File: config.mk
export PLATFORM = sky130hd
export DESIGN_NAME = mcst_ram
export DESIGN_NICKNAME = d
export VERILOG_FILES = /design/src/mcst_ram.sv
export SDC_FILE = /design/constraint.sdc
export NUM_CORES = 1
export LEC_CHECK = 0
export BUFFER_PORTS_ARGS = -buffer_cell sky130_fd_sc_hd__buf_2
export CELL_PAD_IN_SITES_DETAIL_PLACEMENT = 1
export CELL_PAD_IN_SITES_GLOBAL_PLACEMENT = 1
export CORE_AREA = 8 8 93 137
export DETAILED_ROUTE_END_ITERATION = 8
export DIE_AREA = 0 0 101 145
export GPL_TIMING_DRIVEN = 0
export HOLD_SLACK_MARGIN = 0.03
export MAX_ROUTING_LAYER = met4
export PLACE_DENSITY_LB_ADDON = 0.1
export SETUP_SLACK_MARGIN = 0.3
export SLEW_MARGIN = 20
export SYNTH_ARGS = -nofsm -noshare
export SYNTH_HDL_FRONTEND = slang
export SYNTH_SLANG_ARGS = --single-unit
File: constraint.sdc
create_clock -name clk_i -period 1.7 [get_ports clk_i]
set_input_delay 0.17 -clock clk_i [delete_from_list [all_inputs] [get_ports clk_i]]
set_output_delay 0.17 -clock clk_i [all_outputs]
set_load 0.02 [all_outputs]
File: src/mcst_ram.sv
// Generic single-port RAM with registered read.
`timescale 1ns / 1ps
`default_nettype none
module mcst_ram #(
  parameter int Width = 8,
  parameter int Depth = 16
) (
  input  wire logic                     clk_i,
  input  wire logic                     we_i,
  input  wire logic [$clog2(Depth)-1:0] addr_i,
  input  wire logic [Width-1:0]         wdata_i,
  output logic      [Width-1:0]         rdata_o
);
  logic [Width-1:0] mem_q [Depth];
  always_ff @(posedge clk_i) begin
    if (we_i) mem_q[addr_i] <= wdata_i;
    rdata_o <= mem_q[addr_i];
  end
endmodule
`default_nettype wire

== Yosys cells after proc, flatten, opt, wreduce, memory -nomap -nowiden ==
Memory sizes are Yosys's and may differ from the RTL's. A register that Yosys moved wholly into a read port is not among the register bits.
Cells that the tools add are included.

* Bits in writable memories: 128
* Memories kept: 1
* Output and inout port bits: 8
* Flip-flop bits (word level): 0

* Multiplexer cells: 2

{| class="wikitable"
|+ Memory list
! memory !! depth !! width !! rd ports !! clocked after Yosys merged registers in !! write ports !! RTL line !! RTL
|-
| mem_q || 16 || 8 || 1 || 1 || 1 || 14 || <nowiki>logic [Width-1:0] mem_q [Depth];</nowiki>
|}

{| class="wikitable"
|+ Operators with widths
! cell !! number
|-
| $mux W1 || 2
|}

== Longest topological paths before layout ==
* Word-level depth: 2
* Gate-level depth with buffers: 5
* Gate-level depth less buffers: 3

== Worst setup path after synthesis ==
OpenSTA, ideal clock, no wires.

* Path type: input-to-reg
* Start point: in addr_i[2]
* End point: mem mem_q[0][0], enable pin
* Path buffers: 0
* Setup time: 0.383 ns
* Setup slack: 0.037 ns
* Required time: 1.317 ns
* Arrival: 1.280 ns
* Stages on the path: 2
* Cells stage by stage: or3b_2 > nor3_1

{| class="wikitable"
|+ RTL lines
! element !! RTL line !! RTL
|-
| start, declared || 10 || <nowiki>input wire logic [$clog2(Depth)-1:0] addr_i,</nowiki>
|-
| end, declared || 14 ||
|}

Straight into the memory's write port.

== Worst setup path after layout ==
* Start point: in addr_i[1]
* End point: mem mem_q[2][2], enable pin

Straight into the memory's write port.

==> impl_metrics.toml <==
[floorplan]
row_count = 47
die_y_um = 145
die_w_um = 101
core_um2 = 10800
die_area_um2 = 14600
io_pins = 22
initial_core_util = 0.468

[clock_network]
h-tree-depth = 4
cts_tree = "done"
clock_latency_ns = 0.41
cts_buffer_depth = 2
cts.sinks = 136
clk_pin_slew_ns = 0.06
cts_buffers = 17
cts_root_buffer = "clkbuf_16"

[outcome]
status = "completed"

[logic_synthesis]
ys_warn_count = 0
avgSynthCellArea_um2 = 22.0
synth.distinct_cells = 18
ys_seq_elements = 136
synth.net_count = 244
syn_area_um2 = 5070
synthCells = 230
synth-seq-area-share = 0.790

[global_routing]
overflow = 0
grt_pass1_wl_mm = 15.4
track_usage = 0.158
grt_pass1_vias = 2549
antenna_found_initial = 0
grt_max_degree = 17

[route]
drc = 0
wl_per_cell_um = 24.2
drt-pass1-iter-count = 4
drt_iter0_markers = 130
vias = 2355
drt_wl_total_mm = 10.3
antenna_left = 0
viasPerCell = 5.50

[timing]
min_period_ns = 1.44
worst_pin_slew_ns = 0.773
final_hold_viol_count = 0
finalClockSkew_ns = 0.00558
slew_headroom = 0.482
max_freq_ghz = 0.696
report.final.slew_viol_count = 0
fin_ws_ns = 0.262
setup_viol = 0
rsz0062_at_grt = "true"
fin_crit_sh = 0.846

[cells_and_area]
drive_gt1_frac = 0.381
syn2layout_area_growth_pct = 19.5
layout.nets = 282
nFillCells = 962
fin_area_um2 = 6050
num_antenna_cells = 0

[run]
cap_viol_max_count = 0

[critical_path]
worstSetupPathType = "input pin to flip-flop"
start_kind = "input pin"
crit_required_ns = 1.75
critPathMaxFanout = 10
end_kind = "flip-flop"
critPathArrivalTime_ns = 1.49

[place]
dp_hpwl_mm = 6.90
port_buffers = 19
place.gp.congestion = 0.856
post-place-ws_ns = -0.251
post_dp_cell_area_um2 = 5400

[pwr]
ir_drop_v = 0.000767
p_leak_nw = 1.96
powerDensity_nw_per_um2 = 1310

[hold_path]
hold_path.class = "input pin to flip-flop"
[where the power goes]
group | internal, mW | leakage [nW] | switching (mW)
logic | 0.147 | 0.430 | 0.249
clock network | 2.43 | 0.301 | 1.34
registers | 3.75 | 1.22 | 0.0191
[metal layers]
| metal | routed length (µm) | GRT usage |
|---|---|---|
| met1 | 4210 | 0.179 |
| met2 | 5580 | 0.253 |
| met3 | 360 | 0.0436 |
| met4 | 196 | 0.0704 |
| met5 | 0 | - |
[final cells by class]
class                   instances  area, µm²  share of cell area
repair buffers                 19       95.1              0.0157
well taps                     147        184              0.0304
clock inverters                15        183              0.0302
flip-flops and latches        136       4000               0.661
clock buffers                  17        425              0.0703
plain buffers                  11       62.6              0.0103
multi-input cells              83       1100               0.182
[synthesized netlist by cell type]
cell	n	area [µm²]
nand3_1	1	5.00
clkbuf_2	1	5.00
nor3_1	4	20.0
buf_1	4	15.0
nand2b_1	2	12.5
edfxtp_1	128	3840
dfxtp_1	8	160
nand3b_1	2	15.0
clkbuf_1	2	7.51
buf_6	2	22.5
or3b_2	1	8.76
buf_2	2	10.0
nor2b_1	2	12.5
mux4_2	32	721
nor2_1	13	48.8
and2_1	1	6.26
nand2_1	9	33.8
a22oi_1	16	120
[critical path, cell delays in order]
cell	delay [ns]
buf_2	0.25
buf_2	0.33
nand2b_1	0.25
nor2_2	0.48
[logic make-up (layout without fill, tap and decap cells)]
| logic type | count (synthesis) | in the layout | share of synthesized area |
|---|---|---|---|
| AO/OA/AOI/OAI | 16 | 16 | 0.0237 |
| buffers and inverters | 11 | 62 | 0.0119 |
| flip-flops | 136 | 136 | 0.790 |
| multiplexers | 32 | 32 | 0.142 |
| AND/OR/NAND/NOR | 35 | 35 | 0.0321 |
[path summary, 6_finish.rpt]
| path | start | end | slack [ns] | cells after the start |
|---|---|---|---|---|
| setup / recovery | addr_i[1] | mem_q[2][2] | 0.26 | 4 |
| hold reg to reg | mem_q[6][0] | rdata_o[0] | 0.68 | 3 |
| setup reg to reg | mem_q[11][4] | rdata_o[4] | 0.30 | 3 |
| hold / removal | wdata_i[5] | mem_q[10][5] | 0.16 | 1 |
[what timing repair did]
item,4_1_cts,5_1_grt
setup buffers,0,0
pin swaps,0,0
endpoints found under the setup margin,70,82
hold buffers,0,0
gates cloned,0,0
resized for setup,4,6
[cell usage in the layout, fill, tap and decap left out]
cell type / count
clkbuf_16: 17
nand3b_1: 2
buf_1: 2
and2_1: 1
clkbuf_1: 2
buf_2: 23
nand2_1: 9
inv_6: 1
nor3_4: 1
a22oi_2: 2
clkinv_1: 2
edfxtp_1: 128
nor2b_1: 2
nor2_2: 6
nor2_1: 1
clkbuf_2: 1
nor2_4: 6
nand2b_1: 2
a22oi_1: 14
clkinv_2: 6
clkinvlp_4: 1
nand3_1: 1
dfxtp_1: 8
mux4_2: 32
or3b_2: 1
buf_6: 2
bufinv_16: 4
clkinv_4: 1
nor3_2: 3
[state kept, by name, indices dropped and copies added, names as in the netlist]
signal / cells
mem_q: 128
rdata_o: 8
[stage by stage]
stage / cells / setup TNS (ns) / utilization / hold slack [ns] / power [mW]
4_1_cts: 428 / 0 / 0.557 / 0.153 / 7.98
6_report: 428 / 0 / 0.559 / 0.159 / 7.93
5_1_grt: 428 / 0 / 0.559 / 0.162 / 8.13
3_5_place_dp: 396 / -18.54 / 0.499 / 0.589 / 4.24
3_3_place_gp: 396 / -21.20 / 0.497 / 0.582 / 4.22
2_1_floorplan: 230 / 0 / - / 0.269 / 4.06
(Power assumes the default switching activity.)
